$ cat config.mk
export PLATFORM = sky130hd
export DESIGN_NAME = lsh_skid
export DESIGN_NICKNAME = d
export VERILOG_FILES = /design/src/rtl/lsh_pkg.sv /design/src/rtl/lsh_skid.sv
export SDC_FILE = /design/constraint.sdc
export NUM_CORES = 1
export LEC_CHECK = 0
export ABC_AREA = 1
export BUFFER_PORTS_ARGS = -buffer_cell sky130_fd_sc_hd__buf_2
export CAP_MARGIN = 20
export CORE_MARGIN = 3
export CORE_UTILIZATION = 35
export CTS_CLUSTER_SIZE = 16
export DETAILED_ROUTE_END_ITERATION = 10
export GPL_ROUTABILITY_DRIVEN = 0
export SYNTH_ARGS = -nofsm -noshare
export SYNTH_HDL_FRONTEND = slang
export SYNTH_SLANG_ARGS = --single-unit
export TNS_END_PERCENT = 30
$ cat constraint.sdc
create_clock -name clk_i -period 6.3 [get_ports clk_i]
set_clock_uncertainty 0.2 [all_clocks]
set_input_delay 1.26 -clock clk_i [delete_from_list [all_inputs] [get_ports clk_i]]
set_output_delay 1.26 -clock clk_i [all_outputs]
set_load 0.02 [all_outputs]
$ cat src/rtl/lsh_pkg.sv
// Package for the 3x3 Laplacian sharpening block: field widths, register
// indexes and the pixel and result types. No dependencies.
package lsh_pkg;

  localparam int unsigned ChanW   = 8;
  localparam int unsigned CoordW  = 10;
  localparam int unsigned CfgW    = 11;
  localparam int unsigned CfgIdxW = 1;

  localparam logic [CfgIdxW-1:0] CFG_IMAGE_WIDTH  = 1'b0;
  localparam logic [CfgIdxW-1:0] CFG_IMAGE_HEIGHT = 1'b1;

  localparam logic [CfgW-1:0] WIDTH_RESET  = 11'd320;
  localparam logic [CfgW-1:0] HEIGHT_RESET = 11'd240;

  typedef struct packed {
    logic [ChanW-1:0] red;
    logic [ChanW-1:0] green;
    logic [ChanW-1:0] blue;
  } rgb_t;

  typedef struct packed {
    rgb_t              rgb;
    logic [CoordW-1:0] pixel_x;
    logic [CoordW-1:0] pixel_y;
    logic              frame_last;
  } lsh_result_t;

endpackage

$ cat src/rtl/lsh_skid.sv
// Output register with a one-entry skid buffer for filtered results, so the
// input side keeps moving while a result waits. Uses lsh_pkg.
module lsh_skid import lsh_pkg::*; (
  input  logic        clk_i,
  input  logic        rst_ni,
  input  logic        in_valid_i,
  input  lsh_result_t in_data_i,
  output logic        in_ready_o,
  output logic        out_valid_o,
  input  logic        out_ready_i,
  output lsh_result_t out_data_o
);

  logic        out_valid_q, out_valid_d;
  logic        skid_valid_q, skid_valid_d;
  lsh_result_t out_data_q, out_data_d;
  lsh_result_t skid_data_q, skid_data_d;
  logic        pop;

  assign pop        = out_valid_q && out_ready_i;
  assign in_ready_o = !skid_valid_q;

  always_comb begin
    out_valid_d  = out_valid_q;
    skid_valid_d = skid_valid_q;
    out_data_d   = out_data_q;
    skid_data_d  = skid_data_q;
    if (skid_valid_q) begin
      if (pop) begin
        out_data_d   = skid_data_q;
        skid_valid_d = 1'b0;
      end
    end else if (!out_valid_q || pop) begin
      out_valid_d = in_valid_i;
      out_data_d  = in_data_i;
    end else if (in_valid_i) begin
      skid_valid_d = 1'b1;
      skid_data_d  = in_data_i;
    end
  end

  always_ff @(posedge clk_i or negedge rst_ni) begin
    if (!rst_ni) begin
      out_valid_q  <= 1'b0;
      skid_valid_q <= 1'b0;
    end else begin
      out_valid_q  <= out_valid_d;
      skid_valid_q <= skid_valid_d;
    end
  end

  always_ff @(posedge clk_i) begin
    out_data_q  <= out_data_d;
    skid_data_q <= skid_data_d;
  end

  assign out_valid_o = out_valid_q;
  assign out_data_o  = out_data_q;

  // A buffered result always sits behind a result already on the output.
  a_skid_behind_out: assert property (@(posedge clk_i) disable iff (!rst_ni)
    skid_valid_q |-> out_valid_q)
    else $error("skid entry held with empty output register");

endmodule
==> reports/metrics.yaml <==
outcome:
  status: "completed"
min_path:
  hp-start: "skid_data_q[38]"
  holdPathStages: 2
  worstHoldPathType: "reg2reg"
  hold_end: "out_data_o[38]"
layout:
  n_fill_cell: 903
  final_nets: 398
  area_growth_syn_to_layout_pct: 23.5
  antenna_cells: 0
  layout-drive-gt1-share: 0.331
synth:
  ys_seq_area_frac: 0.806
  syn_nets: 298
  synth_top_area_cell: "edfxtp_1"
  ys_seq_elements: 92
  synth_cells: 249
  syn_area_um2: 3420
  ys_warn_count: 0
  yosysTopAreaCellShare: 0.791
  yosys-top-cells-area: "edfxtp_1, nand2_1, buf_8"
  syn_area_per_cell_um2: 13.7
  synth.distinct_cells: 11
critical_path:
  r2r_slack_ns: 4.31
  cp-start-kind: "flop"
  critPathArrivalTime_ns: 1.00
  worst-setup-path-type: "reg2out"
  r2r-end: "out_data_o[43]"
  crit_path_end_kind: "primary output"
  reg2reg_from: "skid_valid_q"
  reg2reg_depth: 3
  required_ns: 4.84
  cp_max_fo: 4
pwr:
  p_switching_mw: 0.743
  internal-power_mw: 1.35
  power_density_nw_per_um2: 495
  pwr-share-comb: 0.325
  ir_worst_vdd_uv: 414
  pwr-share-clk: 0.201
  seqPwrFrac: 0.474
  switching_share: 0.356
  p_leak_nw: 1.81
detailed_routing:
  firstDrtPassIters: 4
  ant_nets: 0
  drc: 0
  wire_per_inst_um: 13.1
  drt-initial-drc-count: 115
  vias_per_cell: 4.22
  wl_um: 6350
  vias: 2037
sta:
  clock.fmax_mhz: 407
  finalHoldViolCount: 0
  rsz0062_at_grt: "no"
  worst_pin_slew_ns: 0.594
  finalCritPeriodShare: 0.390
  min_period_ns: 2.46
  whs_ns: 0.320
  fin_setup_tns_ns: 0
  slew_headroom: 0.603
  slew_violations: 0
  setup_viol: 0
clock_tree:
  cts_sinks: 92
  cts.clk_slew.worst_paths_ns: 0.08
  postCtsSetupBuffers: 0
  cts_tree: "yes"
  cts_made_buffers: 9
  root_buffer: "clkbuf_8"
  post_cts_resized: 0
  clockBufferDepth: 2
  clkLatencyLatePin_ns: 0.34
  cts_hold_buf: 0
  htreeDepth: 3
global_route:
  grt.total_usage: 0.120
  grt_pass1_vias: 2044
  grt_max_degree: 48
  antenna_found_initial: 0
  grt_pass1_wl_um: 10200
  gr-total-overflow: 0
floorplan:
  fp.dieH_um: 105
  fp.dieArea_um2: 11000
  io_pins: 96
  die_w_um: 105
  fp-row-count: 35
  start_util: 0.365
  core-area_um2: 9370
placed_design:
  dp_hpwl_um: 4160
  portBuffers: 95
run:
  max_cap_viol_count: 0
==> state kept, by name, summed over array words and instances (netlist names) <==
signal        flops
out_data_o       45
out_valid_o       1
skid_data_q      45
skid_valid_q      1
==> final cells by class <==
class | instances | area [um2] | area share
Multi-Input combinational cell | 145 | 564 | 0.134
Tap cell | 129 | 161 | 0.0382
Inverter | 2 | 7.51 | 0.00178
Clock buffer | 10 | 128 | 0.0302
Clock inverter | 6 | 88.8 | 0.0210
Sequential cell | 92 | 2750 | 0.652
Timing Repair Buffer | 99 | 518 | 0.123
==> stage by stage <==
step / instance area [um2] / std cells / setup slack, ns / util / total power, mW
global route: 4220 / 483 / 3.79 / 0.450 / 2.22
floorplan: 3420 / 249 / 1.84 / - / 1.50
CTS: 4220 / 483 / 3.82 / 0.450 / 2.13
detailed placement: 4010 / 467 / 3.48 / 0.427 / 1.70
global placement: 3990 / 466 / 3.18 / 0.425 / 1.69
finish: 4220 / 483 / 3.84 / 0.450 / 2.09
==> power by group through the flow <==
stage / sequential [mW] / clock [mW] / combinational, mW
floorplan: 1.22 / 0 / 0.283
global placement: 1.01 / 0 / 0.678
detailed placement: 1.01 / 0 / 0.694
CTS: 0.994 / 0.438 / 0.695
global route: 1.01 / 0.459 / 0.748
finish: 0.989 / 0.420 / 0.679
==> cells in the final DEF (no fill, tap or decap) <==
cell,n
clkinv_4,2
buf_12,1
inv_2,1
clkinvlp_4,1
clkbuf_1,1
inv_1,1
nand2_1,141
edfxtp_1,90
dfrtp_2,1
nor2_4,1
buf_4,3
buf_2,95
o21ai_4,1
nor2_1,2
clkbuf_8,9
dfrtp_1,1
bufinv_16,2
clkinv_1,1
==> critical path, stage by stage (launching register included) <==
cell and delay [ns]:
dfrtp_2 0.42, inv_2 0.08, buf_2 0.16
==> cell usage after synthesis (all sizes together) <==
library cell / number
buf: 10
dfrtp: 2
edfxtp: 90
inv: 2
nand2: 141
nor2: 3
o21ai: 1
==> how the worst max path moves through the flow <==
stage                 startpoint               to  slack (ns)  cells after the start
floorplan            out_valid_o    out_data_o[0]        1.84                      1
global placement     out_ready_i  skid_data_q[24]        3.18                      4
detailed placement   out_ready_i  skid_data_q[12]        3.48                      5
CTS                 skid_valid_q       in_ready_o        3.82                      2
global route         out_valid_o      out_valid_o        3.79                      1
finish              skid_valid_q       in_ready_o        3.84                      2
==> per-layer routing <==
layer  global-route usage  up-vias  routed length (um)
li1                     -     1031                   -
met1                0.152      937                2810
met2                0.190       60                3040
met3               0.0352        9                 394
met4               0.0534        0                 106
met5                    0        -                   0
==> cell families after synthesis <==
group,after synthesis,share of synthesized area
compound gates,1,0.00146
buf+inv,12,0.0348
flops,92,0.806
simple gates,144,0.158
Note: power is estimated with default switching activity, not from simulation.
