## config.mk

```make
export PLATFORM = sky130hd
export DESIGN_NAME = lsh_kernel
export DESIGN_NICKNAME = d
export VERILOG_FILES = /design/src/rtl/lsh_pkg.sv /design/src/rtl/lsh_kernel.sv
export SDC_FILE = /design/constraint.sdc
export NUM_CORES = 1
export LEC_CHECK = 0
export ABC_AREA = 1
export BUFFER_PORTS_ARGS = -buffer_cell sky130_fd_sc_hd__buf_2
export CAP_MARGIN = 20
export CORE_MARGIN = 2
export CORE_UTILIZATION = 41
export DETAILED_ROUTE_END_ITERATION = 8
export PLACE_DENSITY = 0.66
export SLEW_MARGIN = 40
export SYNTH_ARGS = -nofsm -noshare
export SYNTH_HDL_FRONTEND = slang
export SYNTH_SLANG_ARGS = --single-unit
export TNS_END_PERCENT = 20
```

## constraint.sdc

```tcl
create_clock -name vclk -period 17.28
set_clock_uncertainty 0.2 [all_clocks]
set_input_delay 1.728 -clock vclk [all_inputs]
set_output_delay 1.728 -clock vclk [all_outputs]
set_load 0.005 [all_outputs]
```

## src/rtl/lsh_pkg.sv

```systemverilog
// Package for the 3x3 Laplacian sharpening block: field widths, register
// indexes and the pixel and result types. No dependencies.
package lsh_pkg;

  localparam int unsigned ChanW   = 8;
  localparam int unsigned CoordW  = 10;
  localparam int unsigned CfgW    = 11;
  localparam int unsigned CfgIdxW = 1;

  localparam logic [CfgIdxW-1:0] CFG_IMAGE_WIDTH  = 1'b0;
  localparam logic [CfgIdxW-1:0] CFG_IMAGE_HEIGHT = 1'b1;

  localparam logic [CfgW-1:0] WIDTH_RESET  = 11'd320;
  localparam logic [CfgW-1:0] HEIGHT_RESET = 11'd240;

  typedef struct packed {
    logic [ChanW-1:0] red;
    logic [ChanW-1:0] green;
    logic [ChanW-1:0] blue;
  } rgb_t;

  typedef struct packed {
    rgb_t              rgb;
    logic [CoordW-1:0] pixel_x;
    logic [CoordW-1:0] pixel_y;
    logic              frame_last;
  } lsh_result_t;

endpackage

```

## src/rtl/lsh_kernel.sv

```systemverilog
// Combinational 3x3 sharpening kernel on three color channels: nine times the
// center minus the eight neighbors, magnitude saturated to 255. Uses lsh_pkg.
module lsh_kernel import lsh_pkg::*; (
  input  rgb_t win_i [9],
  output rgb_t pix_o
);

  function automatic logic [ChanW-1:0] sharpen(input logic [ChanW-1:0] c,
                                               input logic [ChanW-1:0] n [8]);
    logic [ChanW+3:0]        pos;
    logic [ChanW+2:0]        neg;
    logic signed [ChanW+4:0] diff;
    logic [ChanW+4:0]        mag;
    pos = {1'b0, c, 3'b000} + (ChanW + 4)'(c);
    neg = (((ChanW + 3)'(n[0]) + (ChanW + 3)'(n[1])) +
           ((ChanW + 3)'(n[2]) + (ChanW + 3)'(n[3]))) +
          (((ChanW + 3)'(n[4]) + (ChanW + 3)'(n[5])) +
           ((ChanW + 3)'(n[6]) + (ChanW + 3)'(n[7])));
    diff = signed'((ChanW + 5)'(pos) - (ChanW + 5)'(neg));
    mag  = diff[ChanW+4] ? unsigned'(-diff) : unsigned'(diff);
    return (mag > (ChanW + 5)'(255)) ? ChanW'(255) : mag[ChanW-1:0];
  endfunction

  logic [ChanW-1:0] nr [8];
  logic [ChanW-1:0] ng [8];
  logic [ChanW-1:0] nb [8];

  // Neighbors are every tap but the center one (index 4).
  always_comb begin
    for (int k = 0; k < 8; k++) begin
      nr[k] = (k < 4) ? win_i[k].red   : win_i[k+1].red;
      ng[k] = (k < 4) ? win_i[k].green : win_i[k+1].green;
      nb[k] = (k < 4) ? win_i[k].blue  : win_i[k+1].blue;
    end
    pix_o.red   = sharpen(win_i[4].red,   nr);
    pix_o.green = sharpen(win_i[4].green, ng);
    pix_o.blue  = sharpen(win_i[4].blue,  nb);
  end

endmodule

```

==> results of run 1 <==
worst min-delay path, cell delays in order:
cell	delay [ns]
buf_2	0.20
xnor2_1	0.16
nand3_1	0.10
buf_2	0.10
metrics by stage:
step	cell area (um^2)	hold slack, ns
after detailed placement	9453	3.844
final	9453	3.826
after global routing	9453	3.894
after CTS	9453	3.840
after floorplan	7938	3.439
after global placement	9453	3.813
worst paths after layout:
kind               endpoint  slack, ns  cells after the start
setup / recovery  pix_o[16]       8.92                     26
hold / removal    pix_o[16]       3.83                      4
kinds of logic (layout without fill, tap and decap cells):
family	count (synthesis)	after routing	synth area share, %
buf+inv	328	567	15.61
fa+ha+maj	258	258	58.26
xor+xnor	31	31	3.704
simple gates	317	317	19.09
compound gates	45	45	3.342
layout make-up:
class	instances	area share, %
tap	260	3.441
multi-input combinational	651	70.87
inverter	327	12.98
timing repair buffer	240	12.71
cell usage in the layout (no fill, tap or decap):
| cell type | instances |
|---|---|
| nand4_1 | 22 |
| nand2_4 | 6 |
| a21oi_4 | 1 |
| nand2_2 | 21 |
| nor2_4 | 2 |
| a21o_1 | 3 |
| nand3_1 | 51 |
| or2_2 | 1 |
| nor3_1 | 4 |
| o21ai_1 | 3 |
| xnor2_2 | 3 |
| nor2_2 | 4 |
| o21bai_1 | 2 |
| nor2_1 | 47 |
| nand3b_1 | 2 |
| ha_1 | 72 |
| a21oi_1 | 16 |
| buf_2 | 240 |
| nand2_1 | 146 |
| nand3_2 | 11 |
| xnor2_1 | 10 |
| xor2_1 | 18 |
| o21ai_0 | 15 |
| inv_2 | 4 |
| a21oi_2 | 4 |
| inv_1 | 323 |
| fa_1 | 186 |
| a31oi_1 | 1 |
metal layers:
metal / global-route usage, % / up-vias / wire length [um]
met3: 1.140 / 8 / 694
met5: 0 / - / 0
li1: - / 3314 / -
met1: 21.61 / 3041 / 6861
met4: 1.146 / 0 / 106
met2: 32.44 / 133 / 9195
==> impl_metrics.tcl, run 1 <==
set metrics [dict create \
    dp_slack_ns 8.884 \
    crit_fanout 10 \
    fp.dieH_um 143.1 \
    seq_area_frac_synth_pct 0 \
    nets 1694 \
    dr.pass1.iters 4 \
    yosysWarnings 0 \
    syn_nets 1453 \
    dp_hpwl_um 16350 \
    die_width_um 143.1 \
    grt_pass1_vias 6710 \
    critical_path.startpoint "win_i[112]" \
    multi_input_area_mm2 0.006699 \
    coreArea_mm2 0.01883 \
    viasPerCell 4.395 \
    worstSetupPathType "in -> out" \
    rows 50 \
    setup_ws_ns 8.920 \
    routedWlPerCell_um 11.41 \
    setup_viol 0 \
    ys_types 28 \
    crit_family "adder cells" \
    track_usage_pct 16.87 \
    end_kind "primary output" \
    die_area_mm2 0.02049 \
    fin_cells 1478 \
    hold_class "in -> out" \
    synthesis.area_mm2 0.007938 \
    hold_path.startpoint "win_i[112]" \
    slew_headroom_pct 72.29 \
    regArea_um2 0 \
    maxSlewViolCount 0 \
    antennaDiodeCount 0 \
    yosysTopAreaCell "fa_1" \
    synth_top_area_share_pct 46.91 \
    io_buffers 240 \
    grt_pass1_wl_um 28680 \
    critPathBufInv 7 \
    synth.most_common_cell "inv_1" \
    finalHoldViolations 0 \
    drc 0 \
    initial_core_util_pct 42.15 \
    antenna_found_initial 0 \
    period_share_pct 48.38 \
    fillers 1854 \
    start_kind "input port" \
    synth.area.top_cells "fa_1 (47%), inv_1 (15%), ha_1 (11%)" \
    drtIter0Drc 192 \
    postCtsHoldBufs 0 \
    synth_common_cells "inv_1 (323), fa_1 (186), nand2_1 (146), ha_1 (72), nand3_1 (51)" \
    cts_setup_buffers 0 \
    period_needed_ns 8.360 \
    arrival_ns 6.43 \
    cp.required_ns 15.35 \
    num-clock-buffers 0 \
    io_pins 240 \
    dp_cells 1478 \
    status "finished, final reports clean" \
    slowest_delay_ns 0.55 \
    cp_slowest_cell "fa_1" \
    finalSetupTns_ns 0 \
    post_cts_resized 0 \
    syn_area_per_cell_um2 8.108 \
    vias 6496 \
    overflow 0 \
    worstMarginPinSlew_ns 0.4147 \
    cpMostUsedCell "inv_1" \
    final_util_pct 50.20 \
    maxCapViolCount 0 \
    wirelength_um 16860 \
    synthCells 979 \
    fmax_mhz 119.6 \
    nFlopsAndLatches 0 \
    rsz0062_at_grt "false" \
    grt_max_degree 17 \
    gp_congestion 0.8267 \
    ant_nets 0 \
    drive_gt1_share_pct 24.38 \
    area_growth_pct 19.09 \
]
Power of run 1 is not shown: default switching activity piles up to over one toggle a cycle in this logic, so the estimate is an artifact.
==> run 2: changes to the inputs <==
Settings changed: PLACE_DENSITY 0.66 to 0.69.
Clock period 17.28 ns to 6.9 ns, I/O delays scaled along.
==> run 2 against run 1 <==
Against the previous run:
- via count is 1.4% higher
- clock-buffer cell count stayed put
- final cell count stayed put
- non-clock buffer count stayed put
- critical path depth stayed put
- worst setup slack worse by 8.3 ns
- utilization stayed put
- worst hold slack worse by 2.1 ns
- first-iteration DRC count is 17% higher
- sequential share of layout area stayed put
- wire length hardly changed
- sequential cell count stayed put
- largest cell class unchanged
- highest routed layer is now met5
==> impl_metrics.tcl, run 2 (synthesis gave the netlist of run 1 again) <==
set metrics [dict create \
    ant_nets 0 \
    postCtsHoldBufs 0 \
    globalRouteMet3Util_pct 1.777 \
    die_width_um 143.1 \
    dr.pass1.iters 4 \
    post_cts_resized 0 \
    setup_viol 0 \
    cp.required_ns 6.01 \
    worstSetupPathType "in -> out" \
    arrival_ns 5.43 \
    rows 50 \
    antennaDiodeCount 0 \
    gp_congestion 0.8162 \
    end_kind "primary output" \
    cts_setup_buffers 0 \
    routedWlPerCell_um 11.41 \
    maxCapViolCount 0 \
    coreArea_mm2 0.01883 \
    viasPerCell 4.459 \
    drive_gt1_share_pct 24.38 \
    wirelength_um 16870 \
    period_share_pct 91.64 \
    grt_pass1_vias 6626 \
    grt_busiest_layer "met2" \
    initial_core_util_pct 42.15 \
    antenna_found_initial 2 \
    crit_fanout 10 \
    use_met2_pct 31.55 \
    grt_max_degree 17 \
    fmax_mhz 158.1 \
    start_kind "input port" \
    io_buffers 240 \
    fillers 1860 \
    nets 1694 \
    vias 6590 \
    grt_pass1_wl_um 28430 \
    mostFrequentLayoutCells "inv_1 (323), buf_2 (240), fa_1 (186), nand2_1 (146), ha_1 (72)" \
    nFlopsAndLatches 0 \
    die_area_mm2 0.02049 \
    rsz0062_at_grt "false" \
    fp.dieH_um 143.1 \
    overflow 0 \
    area_growth_pct 19.09 \
    status "finished, final reports clean" \
    worstMarginPinSlew_ns 0.4114 \
    final_common_cell "inv_1" \
    drc 0 \
    io_pins 240 \
    track_usage_pct 16.70 \
    regArea_um2 0 \
    finalSetupTns_ns 0 \
    use_met1_pct 21.60 \
    drtIter0Drc 224 \
    period_needed_ns 6.323 \
    hold_class "in -> out" \
    finalHoldViolations 0 \
    maxSlewViolCount 0 \
    slew_headroom_pct 72.51 \
    num-clock-buffers 0 \
    dp_hpwl_um 16420 \
]
## run 2: worst paths after layout
kind / start / endpoint / slack [ns] / cells past startpoint
setup / recovery: win_i[112] / pix_o[16] / 0.58 / 26
hold / removal: win_i[112] / pix_o[16] / 1.74 / 4
## run 2: worst max-delay path, cell delays in order
cell and delay, ns:
buf_2 0.19, inv_1 0.14, fa_1 0.40, inv_1 0.08
fa_1 0.43, fa_1 0.49, inv_1 0.05, fa_1 0.56
inv_1 0.05, ha_1 0.27, ha_1 0.32, or2_2 0.30
nand2_1 0.12, ha_1 0.18, inv_1 0.05, nor2_1 0.14
nand2_1 0.09, a21oi_2 0.19, nand2_4 0.08, nor2_4 0.08
nand3_1 0.07, nand2_1 0.08, nand2_2 0.07, nand2_4 0.10
nand3_1 0.07, buf_2 0.14
## run 2: routing by layer
layer	part of all wire, %	wire length, um
met1	41	6887
met2	54	9115
met3	4.5	759
met4	0.47	80
met5	0.14	23
## run 2: layout make-up
class                      count  area, um^2  area share, %
inverter                     327        1227          12.98
tap                          260       325.3          3.441
timing repair buffer         240        1201          12.71
multi-input combinational    651        6699          70.87
## run 2: per-stage QoR
step | std cells | area (um^2) | utilization (%) | setup WS [ns] | hold WS (ns)
after floorplan | 979 | 7938 | - | 1.056 | 1.363
final | 1478 | 9453 | 50.20 | 0.5767 | 1.743
after global placement | 1478 | 9453 | 50.20 | 0.6854 | 1.736
after global routing | 1478 | 9453 | 50.20 | 0.1970 | 1.820
after CTS | 1478 | 9453 | 50.20 | 0.5508 | 1.749
after detailed placement | 1478 | 9453 | 50.20 | 0.5544 | 1.750
Power of run 2 is left out for the same reason.
